$ cat src/rtl/fbop_pkg.sv
// ----------------------------------------------------------------------------
// Frame buffer ownership pool package
// Command codes, ownership codes, the no-frame tag and the sequencer states.
// ----------------------------------------------------------------------------
package fbop_pkg;

   localparam int CMD_W   = 3;
   localparam int SLOT_W  = 4;
   localparam int FRAME_W = 31;
   localparam int TAG_W   = 32;
   localparam int OWN_W   = 2;

   typedef logic [CMD_W-1:0] cmd_type;
   typedef logic [OWN_W-1:0] owner_type;
   typedef logic [TAG_W-1:0] tag_type;

   localparam cmd_type CMD_CLAIM_FREE   = 3'd0;
   localparam cmd_type CMD_MARK_FILLED  = 3'd1;
   localparam cmd_type CMD_CLAIM_FILLED = 3'd2;
   localparam cmd_type CMD_MARK_READY   = 3'd3;
   localparam cmd_type CMD_CLAIM_READY  = 3'd4;
   localparam cmd_type CMD_MARK_FREE    = 3'd5;

   localparam owner_type OWN_FREE   = 2'd0;
   localparam owner_type OWN_INUSE  = 2'd1;
   localparam owner_type OWN_FILLED = 2'd2;
   localparam owner_type OWN_READY  = 2'd3;

   // All ones marks a slot with no frame; as a signed value it is -1.
   localparam tag_type NO_FRAME = 32'hFFFF_FFFF;
   localparam tag_type SIGN_FLIP = 32'h8000_0000;

   typedef enum logic [1:0] {
      FSM_IDLE,
      FSM_SCAN,
      FSM_FINISH,
      FSM_RESP
   } fsm_state_type;

endpackage

$ cat src/rtl/frame_buffer_ownership_pool_unit.sv
// ----------------------------------------------------------------------------
// Frame buffer ownership pool
// Ownership state table for a pool of frame buffers, kept in on-chip memory.
// ----------------------------------------------------------------------------
// The block takes one command transaction at a time and returns exactly one
// response transaction for it. Mark commands (mark filled, mark ready, mark
// free) write the addressed slot in the cycle the command is accepted, and the
// response is offered on the next cycle. Claim commands (claim free, claim
// filled, claim ready) walk the slot table through the single read port of the
// table memories, one slot per cycle, then write the chosen slot, if one is
// found, back as in use. The memory read port, visited once per slot, sets the
// length of a claim. A new command is accepted once the previous response has
// been taken. Reset leaves every slot free with no frame; no clearing pass is
// needed, since per-slot valid bits make an unwritten entry read as its reset
// value.
// ----------------------------------------------------------------------------
module frame_buffer_ownership_pool_unit #(
   parameter int SLOT_COUNT = 8
) (
   input  logic                  clock,
   input  logic                  reset,
   input  logic                  req_valid,
   output logic                  req_stall,
   input  fbop_pkg::cmd_type     req_cmd,
   input  logic [3:0]            req_slot_index,
   input  logic [30:0]           req_frame_number,
   output logic                  rsp_valid,
   input  logic                  rsp_stall,
   output logic                  rsp_ok,
   output logic [3:0]            rsp_granted_slot
);

   import fbop_pkg::*;

   localparam int IDX_W = (SLOT_COUNT > 1) ? $clog2(SLOT_COUNT) : 1;
   localparam int CNT_W = $clog2(SLOT_COUNT + 1);

   // Sequencer state.
   fsm_state_type state_ff, state_in;

   // Table memories: ownership code and frame tag, one entry per slot.
   owner_type owner_mem [SLOT_COUNT];
   tag_type   tag_mem   [SLOT_COUNT];

   // Valid bits: an entry that was never written reads as its reset value.
   logic [SLOT_COUNT-1:0] own_vld_ff;
   logic [SLOT_COUNT-1:0] tag_vld_ff;

   // Registered read port.
   owner_type rd_owner_ff;
   tag_type   rd_tag_ff;
   logic      rd_own_vld_ff;
   logic      rd_tag_vld_ff;

   // Scan bookkeeping.
   logic [CNT_W-1:0] issue_cnt_ff;
   logic             chk_vld_ff;
   logic [IDX_W-1:0] chk_idx_ff;
   cmd_type          cmd_ff;
   logic             found_ff;
   logic [IDX_W-1:0] best_idx_ff;
   tag_type          best_key_ff;

   // Response register.
   logic       rsp_valid_ff;
   logic       rsp_ok_ff;
   logic [3:0] rsp_slot_ff;

   // Control signals from the output decoder.
   logic             accept;
   logic             in_range;
   logic             rd_en;
   logic [IDX_W-1:0] rd_addr;
   logic             own_we;
   logic [IDX_W-1:0] own_wa;
   owner_type        own_wd;
   logic             tag_we;
   tag_type          tag_wd;
   logic             rsp_load;
   logic             rsp_ok_in;
   logic [3:0]       rsp_slot_in;

   // Scan datapath.
   owner_type  eff_owner;
   tag_type    eff_tag;
   tag_type    cur_key;
   owner_type  want_owner;
   logic       is_ready_claim;
   logic       take;
   logic       scan_done;

   assign accept   = req_valid && !req_stall;
   assign in_range = {1'b0, req_slot_index} < 5'(SLOT_COUNT);
   assign rd_addr  = issue_cnt_ff[IDX_W-1:0];

   // ---------------------------------------------------------------------
   // Scan evaluation: compare the slot just read against the best so far.
   // ---------------------------------------------------------------------
   always_comb begin
      eff_owner = rd_own_vld_ff ? rd_owner_ff : OWN_FREE;
      eff_tag   = rd_tag_vld_ff ? rd_tag_ff : NO_FRAME;
      // Flipping the sign bit lets an unsigned compare order signed tags.
      cur_key   = eff_tag ^ SIGN_FLIP;
      is_ready_claim = (cmd_ff == CMD_CLAIM_READY);
      case (cmd_ff)
         CMD_CLAIM_FREE:   want_owner = OWN_FREE;
         CMD_CLAIM_FILLED: want_owner = OWN_FILLED;
         default:          want_owner = OWN_READY;
      endcase
      // First match wins for the free and filled claims; the ready claim keeps
      // the smallest tag and, on a tie, the lower slot seen earlier.
      take = chk_vld_ff && (eff_owner == want_owner) &&
             (!found_ff || (is_ready_claim && (cur_key < best_key_ff)));
      scan_done = chk_vld_ff && (chk_idx_ff == IDX_W'(SLOT_COUNT - 1));
   end

   // ---------------------------------------------------------------------
   // Next-state logic.
   // ---------------------------------------------------------------------
   always_comb begin
      state_in = state_ff;
      unique case (state_ff)
         FSM_IDLE: begin
            if (req_valid) begin
               if (req_cmd == CMD_CLAIM_FREE || req_cmd == CMD_CLAIM_FILLED ||
                   req_cmd == CMD_CLAIM_READY) begin
                  state_in = FSM_SCAN;
               end else begin
                  state_in = FSM_RESP;
               end
            end
         end
         FSM_SCAN: begin
            if (scan_done) begin
               state_in = FSM_FINISH;
            end
         end
         FSM_FINISH: begin
            state_in = FSM_RESP;
         end
         FSM_RESP: begin
            if (!rsp_stall) begin
               state_in = FSM_IDLE;
            end
         end
         default: begin
            state_in = FSM_IDLE;
         end
      endcase
   end

   // ---------------------------------------------------------------------
   // Output decoder: handshake, memory writes and response loading.
   // ---------------------------------------------------------------------
   always_comb begin
      req_stall   = 1'b1;
      rd_en       = 1'b0;
      own_we      = 1'b0;
      own_wa      = req_slot_index[IDX_W-1:0];
      own_wd      = OWN_FREE;
      tag_we      = 1'b0;
      tag_wd      = NO_FRAME;
      rsp_load    = 1'b0;
      rsp_ok_in   = 1'b0;
      rsp_slot_in = 4'd0;
      unique case (state_ff)
         FSM_IDLE: begin
            req_stall = 1'b0;
            if (req_valid) begin
               // Marks update the table right away; claims wait for the scan.
               unique case (req_cmd) inside
                  CMD_MARK_FILLED: begin
                     own_we    = in_range;
                     own_wd    = OWN_FILLED;
                     tag_we    = in_range;
                     tag_wd    = {1'b0, req_frame_number};
                     rsp_load  = 1'b1;
                     rsp_ok_in = in_range;
                  end
                  CMD_MARK_READY: begin
                     own_we    = in_range;
                     own_wd    = OWN_READY;
                     rsp_load  = 1'b1;
                     rsp_ok_in = in_range;
                  end
                  CMD_MARK_FREE: begin
                     own_we    = in_range;
                     own_wd    = OWN_FREE;
                     tag_we    = in_range;
                     tag_wd    = NO_FRAME;
                     rsp_load  = 1'b1;
                     rsp_ok_in = in_range;
                  end
                  CMD_CLAIM_FREE, CMD_CLAIM_FILLED, CMD_CLAIM_READY: begin
                     rsp_load = 1'b0;
                  end
                  default: begin
                     // Unknown commands change nothing and report failure.
                     rsp_load = 1'b1;
                  end
               endcase
            end
         end
         FSM_SCAN: begin
            rd_en = (issue_cnt_ff < CNT_W'(SLOT_COUNT));
         end
         FSM_FINISH: begin
            own_we      = found_ff;
            own_wa      = best_idx_ff;
            own_wd      = OWN_INUSE;
            rsp_load    = 1'b1;
            rsp_ok_in   = found_ff;
            rsp_slot_in = found_ff ? 4'(best_idx_ff) : 4'd0;
         end
         FSM_RESP: begin
            req_stall = 1'b1;
         end
         default: begin
            req_stall = 1'b1;
         end
      endcase
   end

   // ---------------------------------------------------------------------
   // Table memories with one registered read port.
   // ---------------------------------------------------------------------
   always_ff @(posedge clock) begin
      if (own_we) begin
         owner_mem[own_wa] <= own_wd;
      end
      if (tag_we) begin
         tag_mem[own_wa] <= tag_wd;
      end
      if (rd_en) begin
         rd_owner_ff   <= owner_mem[rd_addr];
         rd_tag_ff     <= tag_mem[rd_addr];
         rd_own_vld_ff <= own_vld_ff[rd_addr];
         rd_tag_vld_ff <= tag_vld_ff[rd_addr];
      end
   end

   always_ff @(posedge clock) begin
      if (reset) begin
         own_vld_ff <= '0;
         tag_vld_ff <= '0;
      end else begin
         if (own_we) begin
            own_vld_ff[own_wa] <= 1'b1;
         end
         if (tag_we) begin
            tag_vld_ff[own_wa] <= 1'b1;
         end
      end
   end

   // ---------------------------------------------------------------------
   // Sequencer and scan control registers.
   // ---------------------------------------------------------------------
   always_ff @(posedge clock) begin
      if (reset) begin
         state_ff     <= FSM_IDLE;
         issue_cnt_ff <= '0;
         chk_vld_ff   <= 1'b0;
         found_ff     <= 1'b0;
         rsp_valid_ff <= 1'b0;
      end else begin
         state_ff   <= state_in;
         chk_vld_ff <= rd_en;
         if (accept) begin
            issue_cnt_ff <= '0;
            found_ff     <= 1'b0;
         end else begin
            if (rd_en) begin
               issue_cnt_ff <= issue_cnt_ff + CNT_W'(1);
            end
            if (take) begin
               found_ff <= 1'b1;
            end
         end
         if (rsp_load) begin
            rsp_valid_ff <= 1'b1;
         end else if (rsp_valid_ff && !rsp_stall) begin
            rsp_valid_ff <= 1'b0;
         end
      end
   end

   // Payload registers carry no reset.
   always_ff @(posedge clock) begin
      if (accept) begin
         cmd_ff <= req_cmd;
      end
      if (rd_en) begin
         chk_idx_ff <= rd_addr;
      end
      if (take) begin
         best_idx_ff <= chk_idx_ff;
         best_key_ff <= cur_key;
      end
      if (rsp_load) begin
         rsp_ok_ff   <= rsp_ok_in;
         rsp_slot_ff <= rsp_slot_in;
      end
   end

   assign rsp_valid        = rsp_valid_ff;
   assign rsp_ok           = rsp_ok_ff;
   assign rsp_granted_slot = rsp_slot_ff;

endmodule
$ cat config.mk
export PLATFORM = sky130hd
export DESIGN_NAME = frame_buffer_ownership_pool_unit
export DESIGN_NICKNAME = d
export VERILOG_FILES = /design/src/rtl/fbop_pkg.sv /design/src/rtl/frame_buffer_ownership_pool_unit.sv
export SDC_FILE = /design/constraint.sdc
export NUM_CORES = 1
export LEC_CHECK = 0
export ABC_AREA = 1
export ABC_CLOCK_PERIOD_IN_PS = 4010
export BUFFER_PORTS_ARGS = -buffer_cell sky130_fd_sc_hd__buf_2
export CORE_MARGIN = 3
export CORE_UTILIZATION = 50
export DETAILED_ROUTE_END_ITERATION = 6
export HOLD_SLACK_MARGIN = 0.15
export PLACE_DENSITY = 0.69
export SYNTH_ARGS = -nofsm -noshare
export SYNTH_HDL_FRONTEND = slang
export SYNTH_SLANG_ARGS = --single-unit
$ cat constraint.sdc
create_clock -name clock -period 4.01 [get_ports clock]
set_input_delay 0.2005 -clock clock [delete_from_list [all_inputs] [get_ports clock]]
set_output_delay 0.2005 -clock clock [all_outputs]
set_load 0.01 [all_outputs]
==> reports/metrics.yaml, run 1 <==
status:
  status: "completed"
pwr:
  p_leak_uw: 0.006232
  power_density_nw_per_um2: 581.8
  peakVddDrop_v: 0.0003381
setup_path:
  worstSetupEndpoint: "best_key_ff[19]"
  criticalPathCategory: "flop to flop"
  crit_path_start_kind: "flop"
  critPathCaptureType: "flop"
  crit_chain: "inv_1 > or2_2 > ha_1 > a21oi_1 > o21ai_0 > nand2_1 > o211ai_1 > a21oi_1 > nand2_1 > a21oi_4 > buf_12"
  cp.required_ns: 4.23
  cpPeakStageDelay_ns: 0.59
  crit_buf_inv: 2
  critPathMaxFanout: 31
  crit_family: "compound AO/OA/AOI/OAI gates"
  reg2regPathDepth: 11
  crit_start: "rd_tag_vld_ff"
  cp.arrival_ns: 3.36
  r2r-end: "best_key_ff[19]"
  cpMaxStageDelayCell: "inv_1"
  worst-path-stages: 11
  rr_startpoint: "rd_tag_vld_ff"
  ff2ff_setup_slack_ns: 0.88
yosys:
  synth_edf_count: 353
  synthMuxAreaShare_pct: 0
  synthSimpleGateAreaFrac_pct: 12.59
  yosys.area_share.adder_pct: 2.896
  yosys_warnings: 0
  synth_seq_area_share_pct: 71.38
  avgSynthCellArea_um2: 12.29
  synth_top_family_by_area: "simple AND/OR/NAND/NOR gates"
  ys_seq_elements: 378
  synth_cells: 1265
  synthXorXnorAreaFrac_pct: 0.1126
  synth_ff_type: "edfxtp_1"
  syn_area_um2: 15550
  synth_fp_nets: 1343
  synth_cell_types: 38
  synth-async-reset-ratio_pct: 0
  synth_compound_area_share_pct: 9.051
detailed_routing:
  vias: 9462
  drc_errors: 0
  wl_per_cell_um: 18.55
  wl_mm: 32.59
  drt_iter0_drc: 777
  viasPerCell: 5.385
  dr.pass1.iters: 4
  postRouteAntennaNets: 0
sta:
  worst_slew_pin_slew_ns: 0.9985
  rsz0062_at_grt: "false"
  drv_slew: 0
  fin_crit_ns: 3.132
  fmax_mhz: 319.3
  hold_viol: 0
  relSlewSlack_pct: 33.43
  final.setup_skew_ns: 0.01105
  setup_viol: 0
  finalCritPeriodShare_pct: 78.11
  setup_tns_ns: 0
clock_network:
  htreeDepth: 2
  post-cts-setup-buffers: 0
  cts_max_path_buffers: 3
  ctsHoldBuffers: 37
  clk_latency_ns: 0.53
  root_buffer: "clkbuf_16"
  cts_tree: "built"
  cts_num_sinks: 378
  cts_resized: 0
  cts-buffers-inserted: 38
  cts.reportedPaths.clkPinSlew_ns: 0.06
die:
  io_pins: 49
  coreArea_um2: 30110
  die_area_um2: 33260
  fp.dieH_um: 182.4
  start_util_pct: 51.65
  die_x_um: 182.4
  num_rows: 63
worst_hold_path:
  hold_depth: 8
  min_from: "req_slot_index[0]"
  min_path_type: "primary input to flop"
final_layout:
  final_common_cell: "edfxtp_1"
  drive_gt1_share_pct: 16.17
  final_cell_mix: "edfxtp_1 (353), nor2_1 (306), o21ai_0 (138)"
  synthToLayoutAreaGrowth_pct: 15.09
  fillCellCount: 2355
  multiInputGateArea_um2: 3896
  n_antenna_cell: 0
  finish.net_count: 1418
  ff_latch_area_um2: 11110
  fin_util_pct: 59.44
placed_design:
  hpwl_mm: 17.96
  io_buffers: 47
  place_congestion: 0.8042
grt:
  antenna_found_initial: 0
  first_global_vias: 9295
  grt_pass1_wl_mm: 51.14
  grt_max_degree: 149
  grt_util_all_layers_pct: 19.64
  globalRoute.totalOverflow: 0
job:
  drv_cap: 0
## registers in the layout, indices dropped and copies added, names as in the netlist
| register | flops |
|---|---|
| rd_tag_vld_ff | 1 |
| rsp_ok | 1 |
| chk_vld_ff | 1 |
| rd_tag_ff | 32 |
| rsp_granted_slot | 3 |
| rd_own_vld_ff | 1 |
| state_ff | 2 |
| cmd_ff | 3 |
| rsp_valid | 1 |
| owner_mem | 16 |
| best_idx_ff | 3 |
| tag_mem | 256 |
| chk_idx_ff | 3 |
| best_key_ff | 32 |
| issue_cnt_ff | 4 |
| own_vld_ff | 8 |
| rd_owner_ff | 2 |
| found_ff | 1 |
| tag_vld_ff | 8 |
## layout make-up
type	instances	share of cell area, %
Clock inverter	22	1.580
Inverter	73	1.545
Timing Repair Buffer	101	4.516
Tap cell	390	2.726
Multi-Input combinational cell	748	21.77
Sequential cell	378	62.05
Clock buffer	45	5.816
## metal layers
| metal | part of all wire, % | vias up | global-route usage, % | wire length [µm] |
|---|---|---|---|---|
| met1 | 44 | 4566 | 27.08 | 14340 |
| met5 | 0 | - | 0 | 0 |
| met4 | 1.7 | 0 | 4.906 | 557 |
| met2 | 49 | 255 | 33.08 | 15930 |
| met3 | 5.4 | 45 | 3.030 | 1766 |
| li1 | - | 4596 | - | - |
## kinds of logic (layout without fill, tap and decap cells)
logic type      count (synthesis)  count (layout)
compound gates                255             255
xor+xnor                        2               2
fa+ha+maj                      36              36
buf+inv                       139             241
flops                         378             378
other cells                     1               1
simple gates                  454             454
## power by group
group | internal [µW] | switching [µW] | total [µW]
logic | 629 | 1320 | 1940
clock network | 2300 | 1430 | 3730
registers | 4650 | 88.8 | 4740
## metrics by stage
stage	cell area, µm²	hold slack (ns)	worst slack, ns	cells	total power (µW)
floorplan	15550	0.2994	0.2232	1265	6219
global placement	16200	0.4285	0.9585	1653	6705
detailed placement	16200	0.4324	0.8194	1653	6752
CTS	17900	0.2720	0.8282	1757	10480
global route	17900	0.3334	0.6043	1757	10920
finish	17900	0.2876	0.8777	1757	10410
## cell usage after synthesis, types with 2 or more instances
library cell	number	share of area, %
edfxtp_1	353	68
nor2_1	309	7.5
o21ai_0	138	4.4
inv_1	62	1.5
or2_2	59	2.4
nand2_1	47	1.1
a31oi_1	36	1.4
ha_1	36	2.9
o22ai_1	36	1.4
clkbuf_1	32	0.77
dfxtp_1	25	3.2
buf_2	20	0.64
a21oi_1	19	0.61
nor2_2	17	0.68
o21ai_1	14	0.45
inv_2	11	0.27
buf_4	7	0.34
buf_6	5	0.36
nand4_1	5	0.20
nand3_1	3	0.097
nor3_1	3	0.097
a211oi_1	2	0.097
clkbuf_2	2	0.064
nand2_2	2	0.080
nor2_4	2	0.14
nor4_1	2	0.080
o211ai_1	2	0.097
o21a_1	2	0.097
o21ai_2	2	0.11
o21bai_1	2	0.097
or2_1	2	0.080
xor2_1	2	0.11
## worst register-to-register path: stages (launching register included)
cell and delay [ns]:
edfxtp_1 0.40, inv_1 0.59, or2_2 0.26, ha_1 0.25
a21oi_1 0.15, o21ai_0 0.10, nand2_1 0.07, o211ai_1 0.08
a21oi_1 0.13, nand2_1 0.10, a21oi_4 0.44, buf_12 0.24
## worst min-delay path by stage
| stage | slack [ns] | to |
|---|---|---|
| floorplan | 0.30 | cmd_ff[0] |
| global placement | 0.43 | cmd_ff[2] |
| detailed placement | 0.43 | cmd_ff[0] |
| CTS | 0.27 | own_vld_ff[0] |
| global route | 0.33 | owner_mem[0][0] |
| finish | 0.29 | own_vld_ff[0] |
No activity file was read; power rests on OpenSTA's default activity.
==> inputs of run 2 (changes only) <==
--- a/config.mk
+++ b/config.mk
@@ -6,13 +6,13 @@
 export NUM_CORES = 1
 export LEC_CHECK = 0
 export ABC_AREA = 1
-export ABC_CLOCK_PERIOD_IN_PS = 4010
+export ABC_CLOCK_PERIOD_IN_PS = 2900
 export BUFFER_PORTS_ARGS = -buffer_cell sky130_fd_sc_hd__buf_2
 export CORE_MARGIN = 3
 export CORE_UTILIZATION = 50
 export DETAILED_ROUTE_END_ITERATION = 6
 export HOLD_SLACK_MARGIN = 0.15
-export PLACE_DENSITY = 0.69
+export PLACE_DENSITY = 0.66
 export SYNTH_ARGS = -nofsm -noshare
 export SYNTH_HDL_FRONTEND = slang
 export SYNTH_SLANG_ARGS = --single-unit
==> constraint.sdc (replaced) <==
create_clock -name clock -period 2.9 [get_ports clock]
set_input_delay 0.145 -clock clock [delete_from_list [all_inputs] [get_ports clock]]
set_output_delay 0.145 -clock clock [all_outputs]
set_load 0.01 [all_outputs]
==> reports/metrics.yaml, run 2 (same netlist as run 1, synthesis figures left out) <==
sta:
  setup_ws_ns: 0.2906  # -0.5871 ns
  worst_slew_pin_slew_ns: 0.6725  # -0.3260 ns
  relSlewSlack_pct: 54.69  # +21 points
  setup_tns_ns: 0  # unchanged
  setup_viol: 0  # unchanged
  rsz0062_at_grt: "false"
  fin_crit_ns: 2.609  # -0.5229 ns
  drv_slew: 0  # unchanged
  hold_viol: 0  # unchanged
  finalCritPeriodShare_pct: 89.98  # +12 points
  final.setup_skew_ns: 0.01803  # +0.006979 ns
  fmax_mhz: 383.2  # +20%
final_layout:
  final_cell_mix: "edfxtp_1 (353), nor2_1 (306), o21ai_0 (138)"
  synthToLayoutAreaGrowth_pct: 16.00
  final_common_cell: "edfxtp_1"
  finish.net_count: 1431  # +0.92%
  n_antenna_cell: 0  # unchanged
  fillCellCount: 2360  # +0.21%
  stdcell_area_um2: 18040  # +0.79%
  regMostFlops: "tag_mem"
  largest_reg_flops: 256  # unchanged
  drive_gt1_share_pct: 16.76  # +0.60 points
  reg_top3: "tag_mem: 256 flops, best_key_ff: 32 flops, rd_tag_ff: 32 flops"
detailed_routing:
  viasPerCell: 5.348  # -0.69%
  drt_iter0_drc: 784  # +0.90%
  dr.pass1.iters: 4  # unchanged
  vias: 9488  # +0.27%
  postRouteAntennaNets: 0  # unchanged
  wl_mm: 32.60  # about the same
  wl_per_cell_um: 18.38  # -0.93%
  drc_errors: 0  # unchanged
pwr:
  power_density_nw_per_um2: 786.7  # +35%
  peakVddDrop_v: 0.0005665  # +68%
  p_total_uw: 14190  # +36%
  p_leak_uw: 0.006292  # +0.96%
placed_design:
  place_congestion: 0.8129  # +1.1%
  hpwl_mm: 18.42  # +2.5%
  io_buffers: 47  # unchanged
  dpl_cell_area_um2: 16420  # +1.4%
  dpl_worst_slack_ns: 0.2937  # -0.5257 ns
die:
  die_area_um2: 33260  # unchanged
  fp.dieH_um: 182.4  # unchanged
  die_x_um: 182.4  # unchanged
  coreArea_um2: 30110  # unchanged
  num_rows: 63  # unchanged
  start_util_pct: 51.65  # unchanged
  io_pins: 49  # unchanged
grt:
  antenna_found_initial: 0  # unchanged
  grt_max_degree: 78  # -48%
  grt_util_all_layers_pct: 19.70  # +0.061 points
  globalRoute.totalOverflow: 0  # unchanged
  first_global_vias: 9362  # +0.72%
  grt_pass1_wl_mm: 51.23  # +0.18%
worst_hold_path:
  min_path_type: "primary input to flop"
  hold_depth: 5  # -3
  min_from: "req_slot_index[0]"
  min_to: "owner_mem[1][1]"
setup_path:
  r2r-end: "best_key_ff[14]"
  rr_startpoint: "rd_tag_vld_ff"
  crit_path_start_kind: "flop"
  critPathMaxFanout: 31  # unchanged
  cp.arrival_ns: 2.83  # -0.53 ns
  cp.required_ns: 3.12  # -1.11 ns
  ff2ff_setup_slack_ns: 0.29  # -0.59 ns
  criticalPathCategory: "flop to flop"
  critPathCaptureType: "flop"
  reg2regPathDepth: 10  # -1
clock_network:
  htreeDepth: 2  # unchanged
  cts.reportedPaths.clkPinSlew_ns: 0.06  # about the same
  root_buffer: "clkbuf_16"
  cts_resized: 0  # unchanged
  clk_latency_ns: 0.53  # about the same
  cts_max_path_buffers: 3  # unchanged
  cts-buffers-inserted: 39  # +2.6%
  cts_num_sinks: 378  # unchanged
  cts_tree: "built"
job:
  drv_cap: 0  # unchanged
status:
  status: "completed"
==> run 2: changes by cell type in the layout (fill, tap and decap cells not counted), sizes merged <==
cell,change
buf,+11
dlygate4sd3,+1
inv,+4
clkinv,+4
clkbuf,+1
bufinv,-3
clkinvlp,-1
==> run 2: final cells by class <==
type	count	area, µm²	share of cell area, %
Tap cell	390	488.0	2.705
Multi-Input combinational cell	748	3896	21.60
Clock inverter	26	234.0	1.297
Inverter	73	275.3	1.526
Timing Repair Buffer	113	1039	5.757
Clock buffer	46	1002	5.556
Sequential cell	378	11110	61.56
==> run 2: worst max-delay path by stage <==
stage,from,endpoint,slack [ns],cells past startpoint
after floorplan,rd_tag_vld_ff,best_idx_ff[0],0.21,11
after global placement,rd_tag_vld_ff,best_key_ff[21],0.28,10
after detailed placement,rd_tag_vld_ff,best_key_ff[10],0.29,10
after CTS,rd_tag_vld_ff,best_key_ff[14],0.26,10
after global routing,rd_tag_vld_ff,best_key_ff[14],0.11,12
final,rd_tag_vld_ff,best_key_ff[14],0.29,10
==> run 2: layer usage <==
layer  vias to the layer above  track usage (%)  share of wire, %
met4                         0            5.820               2.2
li1                       4636                -                 -
met1                      4561            28.48                46
met5                         -                0                 0
met3                        51            2.751               5.0
met2                       240            31.51                46
==> run 2: worst max-delay path, cell delays in order (launching register included) <==
cell,delay (ns)
edfxtp_1,0.42
inv_1,0.12
buf_12,0.17
nor2_1,0.08
ha_1,0.21
nor4b_1,0.47
nand4_1,0.17
a21oi_1,0.15
nand2_1,0.10
a21oi_4,0.20
buf_12,0.19
==> run 2: where the power goes <==
group	switching, µW	total [µW]	internal [µW]
sequential	153	6590	6440
combinational	1840	2800	959
clock	1970	4810	2840
total	3960	14200	10200
==> run 2: metrics by stage <==
stage,hold slack (ns),std cells,util (%)
floorplan,0.2439,1265,-
global placement,0.3691,1664,54.54
detailed placement,0.3739,1664,54.54
CTS,0.2460,1774,59.91
global route,0.2817,1774,59.91
finish,0.2671,1774,59.91
==> run 2: timing repair <==
action / in CTS / in global routing
buffers inserted: 0 / 0
endpoints found under the hold margin: 276 / 0
hold buffers: 38 / 0
==> inputs of run 3 (changes only) <==
--- a/config.mk
+++ b/config.mk
@@ -13,6 +13,7 @@
 export DETAILED_ROUTE_END_ITERATION = 6
 export HOLD_SLACK_MARGIN = 0.15
 export PLACE_DENSITY = 0.66
+export RECOVER_POWER = 50
 export SYNTH_ARGS = -nofsm -noshare
 export SYNTH_HDL_FRONTEND = slang
 export SYNTH_SLANG_ARGS = --single-unit
==> reports/metrics.yaml, run 3 (same netlist as run 1, synthesis figures left out) <==
sta:
  setup_tns_ns: 0  # unchanged
  hold_viol: 0  # unchanged
  drv_slew: 0  # unchanged
  fin_crit_ns: 2.696  # +0.08698 ns
  finalCritPeriodShare_pct: 92.98  # +3.0 points
  rsz0062_at_grt: "false"
  setup_viol: 0  # unchanged
  final.setup_skew_ns: 0.01796  # -0.00007390 ns
  fmax_mhz: 370.9  # -3.2%
  relSlewSlack_pct: 11.98  # -43 points
  worst_slew_pin_slew_ns: 1.320  # +0.6479 ns
  setup_ws_ns: 0.2036  # -0.08698 ns
setup_path:
  worst-path-stages: 5  # -5
  rr_startpoint: "issue_cnt_ff[1]"
  reg2regPathDepth: 5  # -5
  worstSetupEndpoint: "rd_tag_ff[27]"
  crit_chain: "clkbuf_1 > o21ai_0 > o22ai_1 > nor2_1 > a31oi_1"
  cpMaxStageDelayCell: "clkbuf_1"
  ff2ff_setup_slack_ns: 0.20  # -0.09 ns
  r2r-end: "rd_tag_ff[27]"
  crit_family: "buffers and inverters"
  cp.required_ns: 3.16  # +0.04 ns
  crit_start: "issue_cnt_ff[1]"
  crit_path_start_kind: "flop"
  critPathCaptureType: "flop"
  critPathMaxFanout: 23  # -26%
  criticalPathCategory: "flop to flop"
  cp.arrival_ns: 2.96  # +0.13 ns
  crit_buf_inv: 1  # -2
  cpPeakStageDelay_ns: 1.00  # +0.53 ns
final_layout:
  finish.net_count: 1431  # unchanged
  fillCellCount: 2372  # +0.51%
  regMostFlops: "tag_mem"
  final_cell_mix: "edfxtp_1 (353), nor2_1 (311), o21ai_0 (141)"
  largest_reg_flops: 256  # unchanged
  synthToLayoutAreaGrowth_pct: 15.50
  reg_top3: "tag_mem: 256 flops, best_key_ff: 32 flops, rd_tag_ff: 32 flops"
  final_common_cell: "edfxtp_1"
  drive_gt1_share_pct: 14.02  # -2.7 points
  n_antenna_cell: 0  # unchanged
clock_network:
  cts-buffers-inserted: 39  # unchanged
  post-cts-setup-buffers: 0  # unchanged
  root_buffer: "clkbuf_16"
  cts_tree: "built"
  cts_max_path_buffers: 3  # unchanged
  cts.reportedPaths.clkPinSlew_ns: 0.06  # about the same
  cts_resized: 0  # unchanged
  clk_latency_ns: 0.53  # about the same
  htreeDepth: 2  # unchanged
  cts_num_sinks: 378  # unchanged
placed_design:
  hpwl_mm: 18.42  # unchanged
  place_congestion: 0.8129  # unchanged
  io_buffers: 47  # unchanged
  dpl_worst_slack_ns: 0.2937  # unchanged
job:
  drv_cap: 0  # unchanged
detailed_routing:
  wl_mm: 32.66  # +0.18%
  drc_errors: 0  # unchanged
  wl_per_cell_um: 18.41  # +0.18%
  postRouteAntennaNets: 0  # unchanged
  viasPerCell: 5.356  # +0.14%
  drt_iter0_drc: 763  # -2.7%
  dr.pass1.iters: 5  # +1
  vias: 9501  # +0.14%
status:
  status: "completed"
die:
  num_rows: 63  # unchanged
  coreArea_um2: 30110  # unchanged
  die_x_um: 182.4  # unchanged
  start_util_pct: 51.65  # unchanged
  fp.dieH_um: 182.4  # unchanged
  die_area_um2: 33260  # unchanged
  io_pins: 49  # unchanged
grt:
  grt_util_all_layers_pct: 19.70  # unchanged
  grt_max_degree: 78  # unchanged
  antenna_found_initial: 0  # unchanged
  grt_pass1_wl_mm: 51.23  # unchanged
  first_global_vias: 9362  # unchanged
  globalRoute.totalOverflow: 0  # unchanged
pwr:
  peakVddDrop_v: 0.0005545  # -2.1%
  power_density_nw_per_um2: 787.4  # about the same
  p_leak_uw: 0.006237  # -0.88%
worst_hold_path:
  min_path_type: "primary input to flop"
[run 3: changes by cell type in the layout (fill, tap and decap cells not counted), moves of 2 or more]
cell,before,now
buf_2,47,38
nor2_2,12,9
nand2_1,47,49
buf_4,11,5
nand2_2,2,0
or2_0,0,16
o21ai_0,138,141
nor2_1,306,311
o21ai_1,14,11
nor2_4,10,8
clkbuf_1,7,20
clkbuf_2,0,2
or2_2,59,44
[run 3: final cells by class]
class	instances	area [µm²]	share of cell area, %
clock buffer	46	1002	5.580
clock inverter	26	234.0	1.303
inverter	73	275.3	1.532
multi-input combinational	748	3864	21.51
sequential	378	11100	61.82
tap	390	488.0	2.717
timing repair buffer	113	994.7	5.538
[run 3: worst min path at each step]
| stage | slack, ns | from | end | cells after the start |
|---|---|---|---|---|
| floorplan | 0.24 | req_cmd[0] | cmd_ff[0] | 0 |
| global placement | 0.37 | req_cmd[2] | cmd_ff[2] | 1 |
| detailed placement | 0.37 | req_cmd[0] | cmd_ff[0] | 1 |
| CTS | 0.25 | req_slot_index[0] | owner_mem[1][1] | 5 |
| global route | 0.31 | req_slot_index[0] | owner_mem[0][1] | 6 |
| finish | 0.29 | req_slot_index[0] | owner_mem[0][1] | 6 |
[run 3: layer usage]
metal / up-vias / share of wire [%] / global-route usage [%]
li1: 4640 / - / -
met1: 4558 / 47 / 28.48
met2: 253 / 46 / 31.51
met3: 50 / 5.2 / 2.751
met4: 0 / 2.1 / 5.820
met5: - / 0 / 0
[run 3: per-stage QoR]
stage / utilization, % / hold WS (ns) / total power [µW] / cells / instance area (µm²)
detailed placement: 54.54 / 0.3739 / 9460 / 1664 / 16420
global route: 59.65 / 0.3107 / 14820 / 1774 / 17960
finish: 59.65 / 0.2901 / 14140 / 1774 / 17960
floorplan: - / 0.2439 / 8597 / 1265 / 15570
CTS: 59.91 / 0.2460 / 14300 / 1774 / 18040
global placement: 54.54 / 0.3691 / 9396 / 1664 / 16420
[run 3: timing repair]
action,CTS,global route
endpoints found under the setup margin,0,0
hold endpoints to repair,276,0
hold buffers,38,0
[run 3: power breakdown]
part	total (µW)	switching, µW	internal [µW]
Clock	4810	1970	2840
Sequential	6590	154	6440
Combinational	2740	1830	912
[run 3: worst reg2reg max path: stages (launching register included)]
cell and delay [ns]:
dfxtp_1 0.46, clkbuf_1 1.00, o21ai_0 0.25, o22ai_1 0.22
nor2_1 0.06, a31oi_1 0.43
